===== config.mk =====
export PLATFORM = sky130hd
export DESIGN_NAME = directory_name_table_top
export DESIGN_NICKNAME = d
export VERILOG_FILES = /design/src/rtl/core/dnt_pkg.sv /design/src/rtl/core/dnt_front.sv /design/src/rtl/core/dnt_queue.sv /design/src/rtl/core/dnt_engine.sv /design/src/rtl/core/directory_name_table_top.sv
export SDC_FILE = /design/constraint.sdc
export NUM_CORES = 2
export LEC_CHECK = 0
export ABC_AREA = 0
export ABC_CLOCK_PERIOD_IN_PS = 28300
export BUFFER_PORTS_ARGS = -buffer_cell sky130_fd_sc_hd__buf_2
export CAP_MARGIN = 20
export CORE_ASPECT_RATIO = 0.5
export CORE_MARGIN = 8
export CORE_UTILIZATION = 30
export CTS_CLUSTER_SIZE = 12
export DETAILED_ROUTE_END_ITERATION = 8
export GPL_TIMING_DRIVEN = 0
export PLACE_DENSITY = 0.51
export RECOVER_POWER = 25
export SLEW_MARGIN = 10
export SYNTH_ARGS = -nofsm -noshare
export SYNTH_HDL_FRONTEND = slang
export SYNTH_SLANG_ARGS = --single-unit

===== constraint.sdc =====
create_clock -name clk -period 28.3 [get_ports clk]
set_clock_uncertainty 0.1 [all_clocks]
set_input_delay 1.415 -clock clk [delete_from_list [all_inputs] [get_ports clk]]
set_output_delay 1.415 -clock clk [all_outputs]
set_load 0.01 [all_outputs]

===== src/rtl/core/dnt_pkg.sv =====
// Shared types, codes and constants of the directory name table.
package dnt_pkg;

  // Table geometry
  localparam int MAX_ENTRIES_DEF = 16;
  localparam int KEY_BYTES       = 20;
  localparam int NAME_BYTES      = 20;
  localparam int QUEUE_DEPTH     = 2;

  // Channel widths
  localparam int IN_TDATA_W  = 160;
  localparam int IN_TUSER_W  = 2;
  localparam int OUT_TDATA_W = 168;
  localparam int OUT_TUSER_W = 3;
  localparam int POS_W       = 5;

  // Operation codes
  localparam logic [1:0] OP_CREATE = 2'd0;
  localparam logic [1:0] OP_DELETE = 2'd1;
  localparam logic [1:0] OP_LIST   = 2'd2;

  // Result status codes
  localparam logic [2:0] ST_CREATED  = 3'd0;
  localparam logic [2:0] ST_EXISTS   = 3'd1;
  localparam logic [2:0] ST_DELETED  = 3'd2;
  localparam logic [2:0] ST_NOTFOUND = 3'd3;
  localparam logic [2:0] ST_FULL     = 3'd4;
  localparam logic [2:0] ST_ENTRY    = 3'd5;
  localparam logic [2:0] ST_EMPTY    = 3'd6;

  typedef logic [KEY_BYTES-1:0][7:0] key_t;

  typedef struct packed {
    logic [1:0] op;
    key_t       key;
  } cmd_t;

endpackage


===== src/rtl/core/dnt_front.sv =====
// Front end: accepts command items, drops undefined operations, normalizes names.
module dnt_front import dnt_pkg::*; (
  input  logic                  in_tvalid,
  output logic                  in_tready,
  input  logic [IN_TDATA_W-1:0] in_tdata,  // name_low, name_mid, name_high
  input  logic [IN_TUSER_W-1:0] in_tuser,  // func
  output logic                  push,
  output cmd_t                  push_cmd,
  input  logic                  q_full
);

  // A name ends at its first zero byte; bytes past NAME_BYTES never count.
  function automatic key_t normalize(input key_t k);
    key_t r;
    logic live;
    live = 1'b1;
    for (int b = 0; b < KEY_BYTES; b++) begin
      live = live && (b < NAME_BYTES) && (k[b] != 8'h00);
      r[b] = live ? k[b] : 8'h00;
    end
    return r;
  endfunction

  logic op_ok;

  assign op_ok     = (in_tuser == OP_CREATE) || (in_tuser == OP_DELETE) ||
                     (in_tuser == OP_LIST);
  assign in_tready = !q_full;
  // Drop undefined operations at the door: they give no result.
  assign push      = in_tvalid && in_tready && op_ok;
  assign push_cmd.op  = in_tuser;
  assign push_cmd.key = normalize(key_t'(in_tdata));

endmodule


===== src/rtl/core/dnt_queue.sv =====
// Short command queue between the front end and the table engine.
module dnt_queue import dnt_pkg::*; (
  input  logic clk,
  input  logic rst_n,
  input  logic push,
  input  cmd_t push_cmd,
  output logic full,
  input  logic pop,
  output logic valid,
  output cmd_t pop_cmd
);

  localparam int PW = (QUEUE_DEPTH > 1) ? $clog2(QUEUE_DEPTH) : 1;
  localparam int CW = $clog2(QUEUE_DEPTH + 1);

  cmd_t          slot_r [QUEUE_DEPTH];
  logic [PW-1:0] wr_ptr_r, wr_ptr_nxt;
  logic [PW-1:0] rd_ptr_r, rd_ptr_nxt;
  logic [CW-1:0] cnt_r, cnt_nxt;
  logic          do_push, do_pop;

  assign full    = (cnt_r == CW'(QUEUE_DEPTH));
  assign valid   = (cnt_r != '0);
  assign pop_cmd = slot_r[rd_ptr_r];
  assign do_push = push && !full;
  assign do_pop  = pop && valid;

  always_comb begin
    wr_ptr_nxt = wr_ptr_r;
    rd_ptr_nxt = rd_ptr_r;
    cnt_nxt    = cnt_r;
    if (do_push) begin
      wr_ptr_nxt = (wr_ptr_r == PW'(QUEUE_DEPTH - 1)) ? '0 : wr_ptr_r + PW'(1);
    end
    if (do_pop) begin
      rd_ptr_nxt = (rd_ptr_r == PW'(QUEUE_DEPTH - 1)) ? '0 : rd_ptr_r + PW'(1);
    end
    if (do_push && !do_pop) begin
      cnt_nxt = cnt_r + CW'(1);
    end else if (do_pop && !do_push) begin
      cnt_nxt = cnt_r - CW'(1);
    end
  end

  always_ff @(posedge clk) begin
    if (!rst_n) begin
      wr_ptr_r <= '0;
      rd_ptr_r <= '0;
      cnt_r    <= '0;
    end else begin
      wr_ptr_r <= wr_ptr_nxt;
      rd_ptr_r <= rd_ptr_nxt;
      cnt_r    <= cnt_nxt;
    end
  end

  always_ff @(posedge clk) begin
    if (do_push) begin
      slot_r[wr_ptr_r] <= push_cmd;
    end
  end

endmodule


===== src/rtl/core/dnt_engine.sv =====
// Table engine: name memory, scan/shift/list sequencer and result register.
module dnt_engine import dnt_pkg::*; #(
  parameter int MAX_ENTRIES = MAX_ENTRIES_DEF
) (
  input  logic                   clk,
  input  logic                   rst_n,
  input  logic                   q_valid,
  input  cmd_t                   q_cmd,
  output logic                   q_pop,
  output logic                   out_tvalid,
  input  logic                   out_tready,
  output logic [OUT_TDATA_W-1:0] out_tdata,  // position, entry_low, entry_mid, entry_high
  output logic [OUT_TUSER_W-1:0] out_tuser,  // status
  output logic                   out_tlast   // last
);

  localparam int IW = (MAX_ENTRIES > 1) ? $clog2(MAX_ENTRIES) : 1;
  localparam int CW = $clog2(MAX_ENTRIES + 1);

  localparam logic [1:0] S_IDLE  = 2'd0;
  localparam logic [1:0] S_SCAN  = 2'd1;
  localparam logic [1:0] S_SHIFT = 2'd2;
  localparam logic [1:0] S_LIST  = 2'd3;

  key_t          mem [MAX_ENTRIES];
  key_t          rdata_r;
  logic [1:0]    state_r, state_nxt;
  logic [1:0]    op_r, op_nxt;
  key_t          key_r, key_nxt;
  logic [IW-1:0] idx_r, idx_nxt;
  logic [CW-1:0] count_r, count_nxt;

  logic          we;
  logic [IW-1:0] waddr;
  key_t          wdata;

  logic             ld_ok, tbl_empty, tbl_full, at_last, hit;
  logic             res_ld;
  logic [2:0]       res_status;
  logic [POS_W-1:0] res_pos;
  key_t             res_entry;
  logic             res_last;
  logic [IW:0]      pos_w;

  logic             out_valid_r;
  logic [2:0]       out_status_r;
  logic [POS_W-1:0] out_pos_r;
  key_t             out_entry_r;
  logic             out_last_r;

  assign ld_ok     = !out_valid_r || out_tready;
  assign tbl_empty = (count_r == '0);
  assign tbl_full  = (count_r == CW'(MAX_ENTRIES));
  assign at_last   = ((CW'(idx_r) + CW'(1)) == count_r);
  assign hit       = !tbl_empty && (rdata_r == key_r);
  assign pos_w     = {1'b0, idx_r} + (IW + 1)'(1);

  always_comb begin
    state_nxt  = state_r;
    op_nxt     = op_r;
    key_nxt    = key_r;
    idx_nxt    = idx_r;
    count_nxt  = count_r;
    q_pop      = 1'b0;
    we         = 1'b0;
    waddr      = idx_r;
    wdata      = rdata_r;
    res_ld     = 1'b0;
    res_status = ST_CREATED;
    res_pos    = '0;
    res_entry  = '0;
    res_last   = 1'b1;
    unique case (state_r)
      S_IDLE: begin
        if (q_valid) begin
          q_pop     = 1'b1;
          op_nxt    = q_cmd.op;
          key_nxt   = q_cmd.key;
          idx_nxt   = '0;
          state_nxt = (q_cmd.op == OP_LIST) ? S_LIST : S_SCAN;
        end
      end
      S_SCAN: begin
        if (hit) begin
          if (op_r == OP_CREATE) begin
            if (ld_ok) begin
              res_ld     = 1'b1;
              res_status = ST_EXISTS;
              state_nxt  = S_IDLE;
            end
          end else if (at_last) begin
            if (ld_ok) begin
              res_ld     = 1'b1;
              res_status = ST_DELETED;
              count_nxt  = count_r - CW'(1);
              state_nxt  = S_IDLE;
            end
          end else begin
            // close the gap: move later entries down one place
            idx_nxt   = idx_r + IW'(1);
            state_nxt = S_SHIFT;
          end
        end else if (tbl_empty || at_last) begin
          if (ld_ok) begin
            res_ld    = 1'b1;
            state_nxt = S_IDLE;
            if (op_r == OP_CREATE) begin
              if (tbl_full) begin
                res_status = ST_FULL;
              end else begin
                res_status = ST_CREATED;
                we         = 1'b1;
                waddr      = count_r[IW-1:0];
                wdata      = key_r;
                count_nxt  = count_r + CW'(1);
              end
            end else begin
              res_status = ST_NOTFOUND;
            end
          end
        end else begin
          idx_nxt = idx_r + IW'(1);
        end
      end
      S_SHIFT: begin
        we    = 1'b1;
        waddr = idx_r - IW'(1);
        wdata = rdata_r;
        if (at_last) begin
          if (ld_ok) begin
            res_ld     = 1'b1;
            res_status = ST_DELETED;
            count_nxt  = count_r - CW'(1);
            state_nxt  = S_IDLE;
          end
        end else begin
          idx_nxt = idx_r + IW'(1);
        end
      end
      S_LIST: begin
        if (ld_ok) begin
          res_ld = 1'b1;
          if (tbl_empty) begin
            res_status = ST_EMPTY;
            state_nxt  = S_IDLE;
          end else begin
            res_status = ST_ENTRY;
            res_pos    = POS_W'(pos_w);
            res_entry  = rdata_r;
            res_last   = at_last;
            if (at_last) begin
              state_nxt = S_IDLE;
            end else begin
              idx_nxt = idx_r + IW'(1);
            end
          end
        end
      end
      default: begin
        state_nxt = S_IDLE;
      end
    endcase
  end

  // Read address follows the next index, so rdata_r always holds entry idx_r.
  always_ff @(posedge clk) begin
    if (we) begin
      mem[waddr] <= wdata;
    end
    rdata_r <= mem[idx_nxt];
  end

  always_ff @(posedge clk) begin
    if (!rst_n) begin
      state_r     <= S_IDLE;
      idx_r       <= '0;
      count_r     <= '0;
      out_valid_r <= 1'b0;
    end else begin
      state_r <= state_nxt;
      idx_r   <= idx_nxt;
      count_r <= count_nxt;
      if (res_ld) begin
        out_valid_r <= 1'b1;
      end else if (out_tready) begin
        out_valid_r <= 1'b0;
      end
    end
  end

  always_ff @(posedge clk) begin
    op_r  <= op_nxt;
    key_r <= key_nxt;
    if (res_ld) begin
      out_status_r <= res_status;
      out_pos_r    <= res_pos;
      out_entry_r  <= res_entry;
      out_last_r   <= res_last;
    end
  end

  assign out_tvalid = out_valid_r;
  assign out_tuser  = out_status_r;
  assign out_tlast  = out_last_r;
  assign out_tdata  = {(OUT_TDATA_W - POS_W - KEY_BYTES * 8)'(0), out_entry_r, out_pos_r};

endmodule


===== src/rtl/core/directory_name_table_top.sv =====
// Top level of the directory name table.
//
// Input channel in_*: one command item per handshake; in_tuser carries the
// operation (create, delete, list), in_tdata the 20-byte name. Names are cut
// at their first zero byte. Undefined operations are dropped without result.
// Output channel out_*: result items; out_tuser carries the status, out_tdata
// the position and the listed name, out_tlast marks the final result of an item.
// Create and delete give one result; list gives one per stored entry, or one
// "empty" result. Entries are held in a single-port-write, registered-read
// memory of MAX_ENTRIES names.
// Timing: a create or delete scans one entry per cycle, and a delete then
// shifts one later entry per cycle; a list emits one entry per cycle while
// the receiver is ready. The pace is set by the one memory read port. A
// two-deep command queue lets new items be accepted while the engine works.
// Reset empties the table at once. When the receiver stalls, the result
// register holds and the engine waits; the queue keeps taking items until
// it fills.
module directory_name_table_top import dnt_pkg::*; #(
  parameter int MAX_ENTRIES = MAX_ENTRIES_DEF
) (
  input  logic                   clk,
  input  logic                   rst_n,
  input  logic                   in_tvalid,
  output logic                   in_tready,
  input  logic [IN_TDATA_W-1:0]  in_tdata,   // name_low, name_mid, name_high
  input  logic [IN_TUSER_W-1:0]  in_tuser,   // func
  output logic                   out_tvalid,
  input  logic                   out_tready,
  output logic [OUT_TDATA_W-1:0] out_tdata,  // position, entry_low, entry_mid, entry_high
  output logic [OUT_TUSER_W-1:0] out_tuser,  // status
  output logic                   out_tlast   // last
);

  logic push, q_full, q_valid, q_pop;
  cmd_t push_cmd, q_cmd;

  dnt_front u_front (
    .in_tvalid (in_tvalid),
    .in_tready (in_tready),
    .in_tdata  (in_tdata),
    .in_tuser  (in_tuser),
    .push      (push),
    .push_cmd  (push_cmd),
    .q_full    (q_full)
  );

  dnt_queue u_queue (
    .clk      (clk),
    .rst_n    (rst_n),
    .push     (push),
    .push_cmd (push_cmd),
    .full     (q_full),
    .pop      (q_pop),
    .valid    (q_valid),
    .pop_cmd  (q_cmd)
  );

  dnt_engine #(
    .MAX_ENTRIES (MAX_ENTRIES)
  ) u_engine (
    .clk        (clk),
    .rst_n      (rst_n),
    .q_valid    (q_valid),
    .q_cmd      (q_cmd),
    .q_pop      (q_pop),
    .out_tvalid (out_tvalid),
    .out_tready (out_tready),
    .out_tdata  (out_tdata),
    .out_tuser  (out_tuser),
    .out_tlast  (out_tlast)
  );

endmodule


; After elaboration in Yosys (flattened, before gate mapping)
; Memories as Yosys holds them, arrays and structs flattened. A register that Yosys moved wholly into a read port is not among the register bits.
; Cells that the tools add are included.
; Widths: inputs -> output; s select.
[totals]
register_bits = 347
latch_bits = 0
ram_bits = 2884
rom_bits = 0
in_bits = 166
output_inout_bits = 174
elab_cells = 249
n_memories = 2
[classes]
n_addsub = 9
mul = 0
div_mod_pow = 0
order_cmp = 0
n_eq_ne = 19
shifts = 0
n_mux = 99
n_bitwise = 2
reduce_logical = 67
[mem_list]
columns = name, words, width, rd, rd_clocked_by_memory_dff, wr, line_no
row1 = u_engine.mem, 16, 160, 1, 1, 1, dnt_engine.sv:25  ; key_t mem [MAX_ENTRIES];
row2 = u_queue.slot_r, 2, 162, 1, 1, 1, dnt_queue.sv:16  ; cmd_t slot_r [QUEUE_DEPTH];
[op_table]
columns = op, n
row1 = $mux 160, 6
row2 = $eq 160x160->1, 1
row3 = $mux 8, 20
row4 = $reduce_bool 8->1, 20
row5 = $mux 4, 12
row6 = $mux 5, 8
row7 = $mux 2, 15
row8 = $logic_and 1x1->1, 26
row9 = $mux 3, 8
row10 = $mux 1, 23
row11 = $pmux 4 s4, 1
row12 = $ne 3x1->1 const B, 4
row13 = $eq 2x2->1 const B, 5
row14 = $pmux 5 s2, 1
row15 = $pmux 3 s3, 1
row16 = $pmux 2 s4, 1
row17 = $pmux 4 s2, 1
row18 = $reduce_bool 2->1, 4
row19 = $logic_not 2->1, 3
row20 = $ne 3x3->1 const B, 2
row21 = $reduce_and 6->1, 1
row22 = $add 4x1->5 const B, 1
row23 = $add 5x1->5 const B, 1
row24 = $eq 5x5->1, 1
row25 = 19 further kinds, 30

; Logic depth before layout (Yosys ltp)
[depth]
depth_word = 21
depth_mapped = 17
ltp_nobuf = 12

; Hierarchy
; Synthesis repeated with hierarchy kept, for this count alone.
[unflattened]
cells_unflattened = 10027
area_unflattened_um2 = 138187.5
[by_module_without_submodules]
columns = mod, instances, cells_each, area_each_um2, seq_area_each_um2
row1 = dnt_engine, 1, 9181, 124179.1, 90256.6
row2 = dnt_queue, 1, 529, 12243.0, 9829.4
row3 = dnt_front, 1, 317, 1765.4, 0.0

; Worst setup path before layout
; OpenSTA, ideal clock, no wires.
[synth_path]
path_type = flip-flop to flip-flop
start = register u_engine.key_r[75] in the netlist's numbering
end = register u_engine.out_pos_r[0], enable pin
setup_time_ns = 0.800
arrival_time_ns = 11.072
required_ns = 27.400
slack_ns = 16.327
path_stages_with_launch = 11
n_path_buf = 1
synth_period_minus_slack_ns = 11.973
cell_sequence = edfxtp_1 xor2_1 nor4_1 nand4_1 nor4_1 and3_1 buf_2 nand2_1 nor2_1 o21ai_0 a31oi_1
[synth_via]
elab_chain_len = 4
[synth_lines]
columns = item, line_no
row1 = from (decl), dnt_engine.sv:29  ; key_t key_r, key_nxt;
row2 = from (signal assigned), dnt_engine.sv:193  ; key_r <= key_nxt;
row3 = $eq 160x160->1, dnt_engine.sv:55  ; assign hit = !tbl_empty && (rdata_r == key_r);
row4 = $logic_and 1x1->1, dnt_engine.sv:55
row5 = $mux 1, dnt_engine.sv:84  ; if (hit) begin
row6 = $pmux 1 s3, dnt_engine.sv:73  ; unique case (state_r)
row7 = named net u_engine.res_ld, dnt_engine.sv:38  ; logic res_ld;
row8 = to (signal assigned), dnt_engine.sv:196  ; out_pos_r <= res_pos;
row9 = to (decl), dnt_engine.sv:47  ; logic [POS_W-1:0] out_pos_r;
; The timed path passes the listed nets, and every way through them passes these cells.
; A chain may end at the register's enable or synchronous reset.

; Worst setup path in the final report
[layout_path]
start = input in_tuser[0]
end = memory u_queue.slot_r[1][133] in the netlist's numbering, enable pin
[layout_via]
elab_chain_len = 7
elab_cells_between_ends = 9
classes_between = 2 x eq/ne / 2 x mux / 5 x reduce/logical
[layout_lines]
columns = item, line_no
row1 = from (decl), directory_name_table_top.sv:26  ; input logic [IN_TUSER_W-1:0] in_tuser,
row2 = $eq 2x1->1 / $logic_not 2->1 (equally long branches), dnt_front.sv:26  ; assign op_ok = (in_tuser == OP_CREATE) || (in_tuser == OP_DELETE) ||
row3 = $logic_or 1x1->1, dnt_front.sv:26
row4 = $logic_or 1x1->1 (*), dnt_front.sv:26
row5 = $logic_and 1x1->1 (*), dnt_front.sv:30  ; assign push = in_tvalid && in_tready && op_ok;
row6 = $logic_and 1x1->1 (*), dnt_queue.sv:25  ; assign do_push = push && !full;
row7 = named net u_queue.do_push, dnt_queue.sv:20  ; logic do_push, do_pop;
row8 = $mux 1 (*), dnt_queue.sv:58  ; if (do_push) begin
row9 = $mux 1 (not written as such) (*), dnt_queue.sv:59  ; slot_r[wr_ptr_r] <= push_cmd;
row10 = to (decl), dnt_queue.sv:16
; The timed path passes the listed nets; every way through them passes the cells marked *.

==> PnR_summary.wiki <==
{| class="wikitable"
! Metric !! Value
|-
| Gate count after technology mapping || about 6400
|-
| RSZ-0062 raised after global routing || no
|-
| Wire length per cell after detailed routing || roughly 33 µm
|-
| TritonCTS clock tree || done
|-
| Leakage || roughly 48 nW
|-
| Overall fraction of global-route tracks in use || approximately 19%
|-
| Sequential share of the synthesized area || between 70% and 80%
|-
| Failing checks || max-capacitance violations, max-slew violations
|-
| Vias in the first global route || 68798
|-
| Clock latency reported for the late side of the worst-skew pair || approximately 0.96 ns
|-
| Fraction of synthesis flops using an asynchronous set or reset pin || 0%
|-
| Crit share post-route || 31.8%
|-
| CTS Hold Buffers Added || 0
|-
| CP startpoint kind || primary input
|-
| Proportion of layout cells with a drive suffix above 1 || between 20% and 30%
|-
| Top-level port count || 340
|-
| # port buffers || around 340
|-
| Finished layout cell area || approximately 150000 µm²
|-
| Row count || about 170
|-
| Die ar. || 456000 µm²
|-
| Synth cell types || 66
|-
| Pwr dens || between 90 and 100 nW/µm²
|-
| Primary flip-flop cell chosen by synthesis mapping || edfxtp_1
|-
| Max VDD drop || between 0.04 and 0.05 mV
|-
| Total length of routed wires || approximately 440 mm
|-
| Vias per cell || around 5.3
|-
| Yosys warnings || 0
|-
| Reg-to-Reg Start || u_queue.cnt_r[0]
|-
| Kind of capture point of the worst setup path || flip-flop
|-
| Wire length on met3 || between 40 and 50 mm
|-
| Placed cell area || about 140000 µm²
|-
| Maximum number of pins on one net before global-route repair || 75
|-
| Iteration count of the initial detailed-routing pass || 6
|-
| Final antenna-violating net count || 0
|-
| Setup TNS Final || 0 ns
|-
| Initial Utilization || roughly 30%
|-
| Area added between synthesis and finish || 17.8%
|-
| FMAX || 0.111 GHz
|-
| Multi-input combinational cell area || 28000 µm²
|-
| Transition time at the pin with the least slew margin || between 5 and 6 ns
|-
| Post-CTS clock slew at the launch and capture registers of the worst setup and hold paths || approximately 0.060 ns
|-
| Post-Synthesis Cell Area || 130000 µm²
|-
| Final Hold Violating Endpoints || 0
|-
| Global-route wire length before repair || 589 mm
|-
| Number of antenna violations at the first check in global routing || 44
|-
| H-tree levels || 5
|-
| Sink Count || between 3000 and 4000
|-
| Number of enable-type register cells in the synthesized netlist || approximately 3200
|-
| Worst hold start || u_queue.slot_r[1][18]
|-
| DRC violations left || 0
|-
| WL met1 || 189 mm
|-
| Count of routing violations after the opening detailed-route iteration || about 9600
|-
| Register bit count reported by yosys || roughly 3400
|-
| Data arrival, critical path || 9.33 ns
|-
| Fill cell instance count of the final layout || around 40000
|-
| Weighted congestion reported at the end of routability-driven placement || 0.814
|-
| Total area of sequential cells || between 100000 and 150000 µm²
|-
| Gates resized, CTS repair || 0
|-
| Sum of overflow across all layers after global routing || 0
|-
| First element of the critical path || in_tuser[0]
|-
| Post-DP HPWL || between 300 and 400 mm
|-
| Status || finished with violations
|-
| Pins Over Slew Limit || about 650
|-
| Via Count || around 70000
|-
| Core area || roughly 430000 µm²
|-
| Required @ worst endpoint || approximately 29 ns
|-
| Tightest slew margin relative to the limit || -272%
|-
| Average footprint of a synthesized cell || around 20 µm²
|-
| Final setup violation count || 0
|-
| Most common cell after layout, fill and taps aside || edfxtp_1
|-
| TritonCTS buffer count || roughly 340
|-
| Max Fanout on Critical Path || between 50 and 60
|-
| Worst-case register-to-register setup slack || around 20 ns
|-
| Met2 routed wirelength || between 150 and 200 mm
|-
| CTS max path bufs || 4
|-
| Die Width || 947 µm
|-
| Startpoint-to-endpoint class of the critical path || in -> reg
|-
| Clock period minus final worst setup slack || between 8 and 9 ns
|-
| Die Y || approximately 480 µm
|-
| Highest signal layer in the routed design || met5
|-
| Commonest cells after routing, fill and taps aside || 3215 x edfxtp_1, 640 x mux4_2, 560 x clkbuf_1, 351 x clkbuf_16, 331 x o21ai_0
|-
| Root Driver || clkbuf_16
|-
| Post-CTS setup buffer count || 0
|-
| Number of max-cap violations || 29
|-
| Classification of the worst-slack hold path || reg -> reg
|-
| Final-stage net count || 7446
|}
[cell usage after synthesis, types with 10 or more instances]
cell | count | share of area (%)
ha_1 | 10 | 0.096
mux4_2 | 640 | 11
nand3_1 | 173 | 0.67
o21ai_1 | 166 | 0.64
xnor2_1 | 11 | 0.074
and3_1 | 207 | 1.0
nand4_1 | 173 | 0.83
nand2_1 | 37 | 0.11
edfxtp_1 | 3215 | 74
o21ai_0 | 331 | 1.3
nor4_1 | 81 | 0.39
xor2_1 | 163 | 1.1
mux2_2 | 223 | 1.9
and2_1 | 123 | 0.59
dfxtp_1 | 177 | 2.7
inv_1 | 18 | 0.052
clkbuf_1 | 179 | 0.52
buf_4 | 28 | 0.16
mux2_1 | 100 | 0.87
buf_2 | 130 | 0.50
nor2_1 | 40 | 0.12
buf_6 | 38 | 0.33
[area by class of cell]
type | count | share of cell area (%)
buffer | 384 | 1.31
multi-input combinational | 2575 | 18.3
clock inverter | 44 | 0.232
timing repair buffer | 557 | 3.61
tap | 5795 | 4.74
antenna | 20 | 0.0327
inverter | 19 | 0.0474
clock buffer | 545 | 6.35
sequential | 3392 | 65.4
[logic make-up after synthesis]
kind of cell | count (synthesis) | synth area share (%)
AO/OA/AOI/OAI | 555 | 2.30
XOR/XNOR | 175 | 1.19
adder cells (fa/ha/maj) | 10 | 0.0963
buffers and inverters | 403 | 1.59
flip-flops | 3392 | 77.0
multiplexers | 968 | 13.9
other | 1 | 0.00289
AND/OR/NAND/NOR | 864 | 3.86
[per-stage QoR]
step	worst slack, ns	power (mW)	util, %	hold slack, ns	cells
after floorplan	16.33	8.39	-	0.390	6370
after global placement	4.47	10.1	32.1	0.414	12501
after detailed placement	20.80	10.2	33.2	0.433	12717
after CTS	20.74	14.5	35.5	0.446	13306
after global routing	18.87	14.8	35.4	0.453	13312
final	19.31	14.4	35.4	0.443	13331
[worst paths after layout]
| kind | to | cells after the start |
|---|---|---|
| setup / recovery | u_queue.slot_r[1][133] | 8 |
| hold / removal | u_engine.key_r[18] | 1 |
| setup reg to reg | u_queue.slot_r[1][133] | 7 |
| hold reg to reg | u_engine.key_r[18] | 1 |
[sequential cells by signal, summed over array words and instances, names as in the netlist, 3 cells and up, named ones only]
signal / cells
u_engine.key_r: 160
u_engine.idx_r: 4
u_engine.out_tuser: 3
u_engine.rdata_r: 160
u_engine.out_tdata: 160
u_engine.count_r: 5
u_engine.out_pos_r: 5
u_engine.mem: 2560
u_queue.slot_r: 324
[routing by layer]
metal  GRT usage, %  up-vias
met2           26.7     3802
met4           6.30        8
met5              0        -
met1           26.8    37576
met3           5.26      632
li1               -    28021
[power breakdown]
group / internal (mW) / switching [mW]
Clock: 2.37 / 1.90
Combinational: 0.906 / 2.37
Sequential: 6.52 / 0.343
Total: 9.79 / 4.61
[critical path: stages]
cell	delay (ns)
clkbuf_1	0.10
nand2_1	0.19
nand3_1	0.16
inv_1	0.12
and2_0	1.51
clkbuf_1	1.59
clkbuf_1	1.57
clkbuf_1	2.49
Power figures use the tool's default switching activity.
